### src/rtl/core/sha1sh_pkg.sv
package sha1sh_pkg;

  localparam logic [31:0] K0 = 32'h5A827999;
  localparam logic [31:0] K1 = 32'h6ED9EBA1;
  localparam logic [31:0] K2 = 32'h8F1BBCDC;
  localparam logic [31:0] K3 = 32'hCA62C1D6;

  localparam logic [31:0] H0 = 32'h67452301;
  localparam logic [31:0] H1 = 32'hEFCDAB89;
  localparam logic [31:0] H2 = 32'h98BADCFE;
  localparam logic [31:0] H3 = 32'h10325476;
  localparam logic [31:0] H4 = 32'hC3D2E1F0;

  localparam int unsigned NumWords = 5;
  localparam int unsigned NumRounds = 80;
  localparam logic [5:0] LenPos = 6'd56;
  localparam logic [7:0] PadByte = 8'h80;
  localparam logic [2:0] LastIdx = 3'd4;

  typedef enum logic [4:0] {
    StIdle  = 5'b00001,
    StPad   = 5'b00010,
    StRound = 5'b00100,
    StAdd   = 5'b01000,
    StOut   = 5'b10000
  } state_e;

  typedef logic [31:0] word_t;

  function automatic word_t init_word(input logic [2:0] idx);
    word_t r;
    unique case (idx)
      3'd0: r = H0;
      3'd1: r = H1;
      3'd2: r = H2;
      3'd3: r = H3;
      default: r = H4;
    endcase
    return r;
  endfunction

  function automatic word_t round_f(input logic [6:0] rnd, input word_t b, input word_t c,
                                    input word_t d);
    word_t r;
    priority if (rnd < 7'd20) begin
      r = (b & c) | (~b & d);
    end else if (rnd < 7'd40) begin
      r = b ^ c ^ d;
    end else if (rnd < 7'd60) begin
      r = (b & c) | (b & d) | (c & d);
    end else begin
      r = b ^ c ^ d;
    end
    return r;
  endfunction

  function automatic word_t round_k(input logic [6:0] rnd);
    word_t r;
    priority if (rnd < 7'd20) begin
      r = K0;
    end else if (rnd < 7'd40) begin
      r = K1;
    end else if (rnd < 7'd60) begin
      r = K2;
    end else begin
      r = K3;
    end
    return r;
  endfunction

endpackage

### src/rtl/core/sha1_stream_hash_unit.sv
// SHA-1 stream hasher, one message byte per input transaction.
// The byte that fills a block starts the compression, which runs one round per cycle through
// a single round adder.
// A finish transaction pads one byte per cycle and compresses once or twice, then
// presents five digest words, one per output transaction.
// Reset is asynchronous, active low, and loads the initial chaining values.
module sha1_stream_hash_unit (
  input  logic        clk_i,
  input  logic        rst_ni,
  input  logic        in_valid_i,
  output logic        in_stall_o,
  input  logic        mode_i,
  input  logic [7:0]  data_byte_i,
  output logic        out_valid_o,
  input  logic        out_stall_i,
  output logic [31:0] digest_word_o,
  output logic [2:0]  word_index_o,
  output logic        last_word_o
);
  import sha1sh_pkg::*;

  state_e state_q, state_d;
  word_t chain_q [NumWords];
  word_t chain_d [NumWords];
  word_t a_q, b_q, c_q, d_q, e_q;
  word_t a_d, b_d, c_d, d_d, e_d;
  logic [511:0] buf_q, buf_d;
  logic [5:0] pos_q, pos_d;
  logic [63:0] bits_q, bits_d;
  logic [63:0] len_q, len_d;
  logic fin_q, fin_d;
  logic lenph_q, lenph_d;
  logic [6:0] rnd_q, rnd_d;
  logic [2:0] idx_q, idx_d;

  logic in_acc, out_acc, put_en;
  logic [7:0] put_byte;
  word_t w0, w_new, t_sum;

  assign in_stall_o = (state_q != StIdle);
  assign in_acc = in_valid_i && !in_stall_o;
  assign out_valid_o = (state_q == StOut);
  assign out_acc = out_valid_o && !out_stall_i;
  assign digest_word_o = chain_q[idx_q];
  assign word_index_o = idx_q;
  assign last_word_o = (idx_q == LastIdx);

  assign w0 = buf_q[511:480];
  assign w_new = {buf_q[511-32*13-1 -: 31] ^ buf_q[511-32*8-1 -: 31] ^
                  buf_q[511-32*2-1 -: 31] ^ buf_q[510:480],
                  buf_q[511-32*13] ^ buf_q[511-32*8] ^ buf_q[511-32*2] ^ buf_q[511]};
  assign t_sum = {a_q[26:0], a_q[31:27]} + round_f(rnd_q, b_q, c_q, d_q) + e_q +
                 round_k(rnd_q) + w0;

  always_comb begin
    state_d = state_q;
    chain_d = chain_q;
    a_d = a_q; b_d = b_q; c_d = c_q; d_d = d_q; e_d = e_q;
    buf_d = buf_q;
    pos_d = pos_q;
    bits_d = bits_q;
    len_d = len_q;
    fin_d = fin_q;
    lenph_d = lenph_q;
    rnd_d = rnd_q;
    idx_d = idx_q;
    put_en = 1'b0;
    put_byte = 8'h00;

    unique case (state_q)
      StIdle: begin
        if (in_acc) begin
          put_en = 1'b1;
          if (!mode_i) begin
            put_byte = data_byte_i;
            bits_d = bits_q + 64'd8;
          end else begin
            put_byte = PadByte;
            len_d = bits_q;
            fin_d = 1'b1;
            lenph_d = 1'b0;
            state_d = StPad;
          end
        end
      end
      StPad: begin
        put_en = 1'b1;
        if (lenph_q || (pos_q == LenPos)) begin
          put_byte = len_q[63:56];
          len_d = {len_q[55:0], 8'h00};
          lenph_d = 1'b1;
        end
      end
      StRound: begin
        e_d = d_q;
        d_d = c_q;
        c_d = {b_q[1:0], b_q[31:2]};
        b_d = a_q;
        a_d = t_sum;
        buf_d = {buf_q[479:0], w_new};
        rnd_d = rnd_q + 7'd1;
        if (rnd_q == 7'(NumRounds - 1)) begin
          state_d = StAdd;
        end
      end
      StAdd: begin
        chain_d[0] = chain_q[0] + a_q;
        chain_d[1] = chain_q[1] + b_q;
        chain_d[2] = chain_q[2] + c_q;
        chain_d[3] = chain_q[3] + d_q;
        chain_d[4] = chain_q[4] + e_q;
        priority if (fin_q && lenph_q) begin
          state_d = StOut;
          idx_d = 3'd0;
        end else if (fin_q) begin
          state_d = StPad;
        end else begin
          state_d = StIdle;
        end
      end
      StOut: begin
        if (out_acc) begin
          idx_d = idx_q + 3'd1;
          if (idx_q == LastIdx) begin
            for (int i = 0; i < NumWords; i++) begin
              chain_d[i] = init_word(3'(i));
            end
            idx_d = 3'd0;
            pos_d = 6'd0;
            bits_d = 64'd0;
            fin_d = 1'b0;
            lenph_d = 1'b0;
            state_d = StIdle;
          end
        end
      end
      default: state_d = StIdle;
    endcase

    if (put_en) begin
      buf_d = {buf_q[503:0], put_byte};
      pos_d = pos_q + 6'd1;
      if (pos_q == 6'd63) begin
        state_d = StRound;
        rnd_d = 7'd0;
        a_d = chain_q[0];
        b_d = chain_q[1];
        c_d = chain_q[2];
        d_d = chain_q[3];
        e_d = chain_q[4];
      end
    end
  end

  always_ff @(posedge clk_i or negedge rst_ni) begin
    if (!rst_ni) begin
      state_q <= StIdle;
      for (int i = 0; i < NumWords; i++) begin
        chain_q[i] <= init_word(3'(i));
      end
      pos_q <= 6'd0;
      bits_q <= 64'd0;
      fin_q <= 1'b0;
      lenph_q <= 1'b0;
      rnd_q <= 7'd0;
      idx_q <= 3'd0;
    end else begin
      state_q <= state_d;
      chain_q <= chain_d;
      pos_q <= pos_d;
      bits_q <= bits_d;
      fin_q <= fin_d;
      lenph_q <= lenph_d;
      rnd_q <= rnd_d;
      idx_q <= idx_d;
    end
  end

  always_ff @(posedge clk_i) begin
    buf_q <= buf_d;
    len_q <= len_d;
    a_q <= a_d;
    b_q <= b_d;
    c_q <= c_d;
    d_q <= d_d;
    e_q <= e_d;
  end

  a_state_onehot: assert property (@(posedge clk_i) disable iff (!rst_ni) $onehot(state_q))
    else $error("State register is not one-hot.");
  a_no_overlap: assert property (@(posedge clk_i) disable iff (!rst_ni)
    !in_stall_o |-> !out_valid_o)
    else $error("Input taken while a digest is pending.");
  a_round_range: assert property (@(posedge clk_i) disable iff (!rst_ni)
    (state_q == StRound) |-> (rnd_q < 7'(NumRounds)))
    else $error("Round counter out of range.");
  a_last_idle: assert property (@(posedge clk_i) disable iff (!rst_ni)
    (out_acc && last_word_o) |=> (state_q == StIdle) && (pos_q == 6'd0))
    else $error("State not cleared after the last digest word.");
  a_out_from_add: assert property (@(posedge clk_i) disable iff (!rst_ni)
    $rose(out_valid_o) |-> ($past(state_q) == StAdd) && (idx_q == 3'd0))
    else $error("Digest output started without a final compression.");

endmodule

### config.mk
export PLATFORM = sky130hd
export DESIGN_NAME = sha1_stream_hash_unit
export DESIGN_NICKNAME = d
export VERILOG_FILES = /design/src/rtl/core/sha1sh_pkg.sv /design/src/rtl/core/sha1_stream_hash_unit.sv
export SDC_FILE = /design/constraint.sdc
export NUM_CORES = 2
export LEC_CHECK = 0
export ABC_AREA = 0
export BUFFER_PORTS_ARGS = -buffer_cell sky130_fd_sc_hd__buf_2
export CAP_MARGIN = 20
export CORE_MARGIN = 2
export CORE_UTILIZATION = 55
export DETAILED_ROUTE_END_ITERATION = 16
export HOLD_SLACK_MARGIN = 0.03
export PLACE_DENSITY = 0.8
export RECOVER_POWER = 100
export SYNTH_ARGS = -nofsm -noshare
export SYNTH_HDL_FRONTEND = slang
export SYNTH_SLANG_ARGS = --single-unit
### constraint.sdc
create_clock -name clk_i -period 12.9 [get_ports clk_i]
set_input_delay 1.29 -clock clk_i [delete_from_list [all_inputs] [get_ports clk_i]]
set_output_delay 1.29 -clock clk_i [all_outputs]
set_load 0.02 [all_outputs]
Word level (Yosys, flattened, before mapping)
Index checks and enable logic that the tools add are counted.
- register bits after elaboration: 983
- bits of input ports: 13
- logic and storage cells: 165
- $add $sub $neg: 13
- $lt $le $gt $ge: 4
- eq/ne operators: 17
- muxes and demuxes: 74
- bitwise logic cells: 17
- reductions and logical operators: 21
- operator list (operator ; count):
    $mux W512 ; 2
    $mux W32 ; 22
    $mux W64 ; 7
    $mux W160 ; 2
    $pmux W160 S2 ; 1
    $add A32 B32 Y32 ; 9
    $pmux W64 S2 ; 2
    $and A32 B32 Y32 ; 4
    $bmux W32 S3 ; 1
    $or A32 B32 Y32 ; 3
    $xor A31 B31 Y31 ; 3
    $add A64 B4 Y64 const B ; 1
    $xor A32 B32 Y32 ; 2
    $mux W5 ; 8
    $not A32 Y32 ; 1
    $mux W31 ; 1
    $pmux W5 S5 ; 1
    $mux W6 ; 4
    $mux W8 ; 3
    $mux W7 ; 3
    $pmux W8 S2 ; 1
    $lt A7 B6 Y1 const B ; 2
    $reduce_bool A2 Y1 ; 7
    $eq A6 B6 Y1 const B ; 2
    other kinds (31) ; 54

Longest topological paths before layout
- depth after elaboration: 13
- depth in mapped cells: 25
- depth with buffers taken out: 24

Worst setup path after synthesis
Ideal clock, no wire load.
- kind: in2reg
- start: in in_valid_i
- end: reg buf_q[0] (enable)
- setup time: 3641 ps
- arrival time: 10579 ps
- setup slack: -1320 ps
- stages on the path: 6
- buffers on the path: 3
- cell sequence: nand3_2 > and2_1 > clkbuf_1 > clkbuf_1 > clkbuf_1 > nand2_1
- cells in the longest elaborated chain, start to end: 4
- ends and longest elaborated chain (what ; line ; source):
    start, declared ; sha1_stream_hash_unit.sv:10 ; input logic in_valid_i,
    $logic_and A1 B1 Y1 ; sha1_stream_hash_unit.sv:41 ; assign in_acc = in_valid_i && !in_stall_o;
    $mux W1 ; sha1_stream_hash_unit.sv:72 ; if (in_acc) begin
    $pmux W1 S2 ; sha1_stream_hash_unit.sv:70 ; unique case (state_q)
    $reduce_bool A2 Y1 (no line) ; -- ;
    end signal, assigned ; sha1_stream_hash_unit.sv:180 ; buf_q <= buf_d;
    end, declared ; sha1_stream_hash_unit.sv:27 ; logic [511:0] buf_q, buf_d;
Every way passes these cells.
A chain may end at the register's enable or synchronous reset.

Worst setup path after layout
- start: reg idx_q[0], in the netlist word_index_o[0]
- end: reg chain_q[157] in the netlist's numbering
- cells in the longest elaborated chain, start to end: 3
- ends and longest elaborated chain (what ; line ; source):
    start, declared ; sha1_stream_hash_unit.sv:34 ; logic [2:0] idx_q, idx_d;
    start signal, assigned ; sha1_stream_hash_unit.sv:175 ; idx_q <= idx_d;
    $eq A3 B3 Y1 ; sha1_stream_hash_unit.sv:124 ; if (idx_q == LastIdx) begin
    $ne A2 B1 Y1 (no line) ; -- ;
    $reduce_and A3 Y1 (no line) ; -- ;
    end signal, assigned by index ; sha1_stream_hash_unit.sv:159 ; chain_q[i] <= init_word(3'(i));
    end signal, assigned ; sha1_stream_hash_unit.sv:169 ; chain_q <= chain_d;
    end, declared ; sha1_stream_hash_unit.sv:23 ; word_t chain_q [NumWords];
Every way passes these cells.

==> out/metrics.csv <==
stage,metric,value,unit
clocking,clkSlewWorstSetupHoldPaths,0.06,ns
worst_hold_path,hold_path_end,pos_q[5],
synth,synthArstFlopShare,24.97,%
sta,skew,0.06656,ns
job,maxCapViolCount,26,
synth,ys_ff_latch,977,
drt,final_antenna_net_count,0,
clocking,cts.sinks,977,
sta,max_slew.worst_pin.slew,5.431,ns
critical_path,cp.arrival,10.13,ns
clocking,post_cts_resized,0,
floorplan,die_area,103000,sq um
sta,finalHoldViolCount,0,
sta,post-route-min-period,9.493,ns
floorplan,fp.coreArea,99860,sq um
placement,io_buffers,50,
pwr,peakVddDrop,0.1898,mV
floorplan,initial_core_util,55.31,%
clocking,clkLatencyLatePin,0.72,ns
clocking,tritoncts,built,
synth,synth_common_cells,"nand2_1 (1928), edfxtp_1 (573), nor2_1 (342), o21ai_0 (318), inv_1 (271)",
floorplan,die_x,320.9,um
outcome,status,finished with violations,
critical_path,worstPathRequired,13.53,ns
placement,place_congestion,0.9590,
floorplan,core.rowCount,116,
placement,dpl.hpwl,98020,um
synth,ys_types,83,
synth,synth_edf_count,573,
synth,synth_largest_area_cell,edfxtp_1,
outcome,violations,"max-capacitance violations, max-slew violations",
drt,via_per_inst,5.926,
global_routing,grt_pass1_wl,228500,um
critical_path,crit_top_cell,clkbuf_1,
layout,drive_above_1_share,6.660,%
synth,yosys_warnings,0,
layout,utilization,59.83,%
synth,syn_avg_cell_area,9.250,sq um
sta,tns,0,ns
global_routing,antenna_found_initial,2,
critical_path,worstReg2RegEnd,chain_q[157],
global_routing,groute.usage.overall,27.87,%
global_routing,grt_max_degree,133,
pwr,p_leak,25.70,nW
sta,slew_headroom,-262.1,%
synth,yosysSeqAreaShare,48.19,%
sta,rsz0062_at_grt,false,
clocking,htree_num_levels,3,
synth,netlist_top_cells_area,"edfxtp_1 (31%), nand2_1 (13%), dfrtp_1 (7.4%)",
clocking,post_cts_buffers,0,
layout,finalNetCount,6226,
clocking,root_buffer,clkbuf_16,
critical_path,r2r_start,word_index_o[0],
synth,synth_top_flop_cell,edfxtp_1,
floorplan,io_pins,51,
synth,synth_most_common_cell,nand2_1,
critical_path,crit_fanout,50,
synth,syn_nets,6308,
sta,max_freq,105.3,MHz
critical_path,worstSetupStartpointType,register,
sta,finalMaxSlewViolations,1413,
sta,fin_crit_sh,73.59,%
clocking,numCtsBuffers,101,
critical_path,cp-end-kind,register,
drt,vias,43110,
worst_hold_path,min-delay-start,pos_q[5],
drt,drc_errors,0,
worst_hold_path,min_path_cells,1,
critical_path,critPathMaxStageDelay,2.61,ns
pwr,p_per_area,206.6,nW/um^2
clocking,cts_buffer_depth,3,
sta,setup_viol,0,
global_routing,gr-total-overflow,0,
critical_path,reg2regPathDepth,8,
drt,drtIter0Drc,4620,
global_routing,grt_pass1_vias,41830,
critical_path,crit_slowest_cell,clkbuf_1,
drt,drt-total-wl,144200,um
drt,firstDrtPassIters,6,
synth,netlist_area,55230,sq um
critical_path,critPathKind,register to register,
synth,synthCells,5971,
critical_path,regToRegSetupSlack,3.41,ns
synth,synth.top_cell.area_share,31.15,%
layout,area_growth,8.169,%
worst_hold_path,hold_path.class,register to register,
floorplan,dieHeight,320.9,um
clocking,cts_hold_buf,0,
drt,routedWlPerCell,19.82,um
critical_path,path_cells,"clkbuf_1, inv_1, ha_1, and2_0, nand4_4, clkbuf_1, nand2_1, o22a_1",
cells in the final DEF, fill, tap and decap left out, types with 19 or more instances in the layout:
cell type	count
nand3_1	102
a21oi_1	248
nor2b_1	19
dfrtp_1	162
nor3_1	65
inv_1	271
mux4_2	32
and3_1	36
o21ai_0	319
nand4_1	27
buf_4	29
a211oi_1	24
xnor2_1	189
a31oi_1	155
o21a_1	31
nor2_1	341
a21o_1	83
xor2_1	126
edfxtp_1	573
fa_1	125
clkbuf_16	102
nand2b_1	29
nand2_1	1928
o21bai_1	24
dfstp_2	81
mux2_2	57
mux2i_1	32
or3_1	31
ha_1	199
clkbuf_1	76
dfxtp_1	160
flip-flops by register name, summed over array words and instances (netlist names):
register      cells
a_q              32
b_q              32
bits_q           61
buf_q           512
c_q              32
chain_q         160
d_q              32
e_q              32
fin_q             1
len_q            61
lenph_q           1
pos_q             6
rnd_q             7
state_q           5
word_index_o      3
area by class of cell:
class	instances	area [sq um]
Antenna cell	1	2.502
Tap cell	1298	1624
Clock buffer	133	2769
Multi-Input combinational cell	4436	26530
Fill cell	8181	40110
Clock inverter	57	649.4
Sequential cell	977	26620
Inverter	273	1025
Timing Repair Buffer	100	526.8
metrics by stage:
| step | instances | power, W | setup WS [ns] | instance area [sq um] | hold WS (ns) |
|---|---|---|---|---|---|
| after floorplan | 5971 | 0.008412 | 3.920 | 55230 | 0.4429 |
| after global placement | 7082 | 0.009137 | 6.074 | 56490 | 0.4760 |
| after detailed placement | 7083 | 0.009264 | 5.985 | 56510 | 0.4846 |
| after CTS | 7273 | 0.01231 | 5.997 | 59920 | 0.4934 |
| after global routing | 7274 | 0.01315 | 3.008 | 59740 | 0.5200 |
| final | 7275 | 0.01234 | 3.407 | 59740 | 0.4879 |
where the power goes:
| group | leakage, nW | internal, W | switching [W] |
|---|---|---|---|
| Clock | 1.65 | 0.00172 | 0.00130 |
| Combinational | 14.6 | 0.00134 | 0.00244 |
| Sequential | 9.45 | 0.00491 | 0.000629 |
| Total | 25.7 | 0.00797 | 0.00437 |
metal layers:
metal	GRT usage [%]	wire, um	up-vias
li1	-	-	20150
met1	38.01	60390	20900
met2	43.80	66130	1662
met3	4.376	10240	396
met4	13.34	7436	2
met5	0	12	-
how the worst max path moves through the flow:
stage                    start            to  slack, ns  cells after the start
6_report       word_index_o[0]  chain_q[157]       3.41                      8
3_3_place_gp          rnd_q[2]       a_q[30]       6.07                     21
3_5_place_dp          rnd_q[2]       a_q[30]       5.98                     21
5_1_grt        word_index_o[0]  chain_q[157]       3.01                      8
4_1_cts               rnd_q[2]       a_q[30]       6.00                     21
2_1_floorplan       in_valid_i      buf_q[0]       3.92                      6
critical path, delay by kind of cell (launching register included):
kind	cells	cell delay [ns]
AOI/OAI and AO/OA	1	0.69
DFF	1	0.34
adders and majority gates	1	0.37
and+or+nand+nor	3	2.73
buffers and inverters	3	5.25
cells by family (layout without fill, tap and decap cells):
logic type | after synthesis | in the layout | synth area share, %
mux | 123 | 123 | 3.088
compound gates | 1028 | 1028 | 11.35
buf+inv | 558 | 563 | 3.815
fa+ha+maj | 324 | 324 | 9.039
flops | 977 | 977 | 48.19
other cells | 0 | 1 | 0
xor+xnor | 315 | 315 | 4.995
simple gates | 2646 | 2646 | 19.52
(Power assumes the default switching activity.)
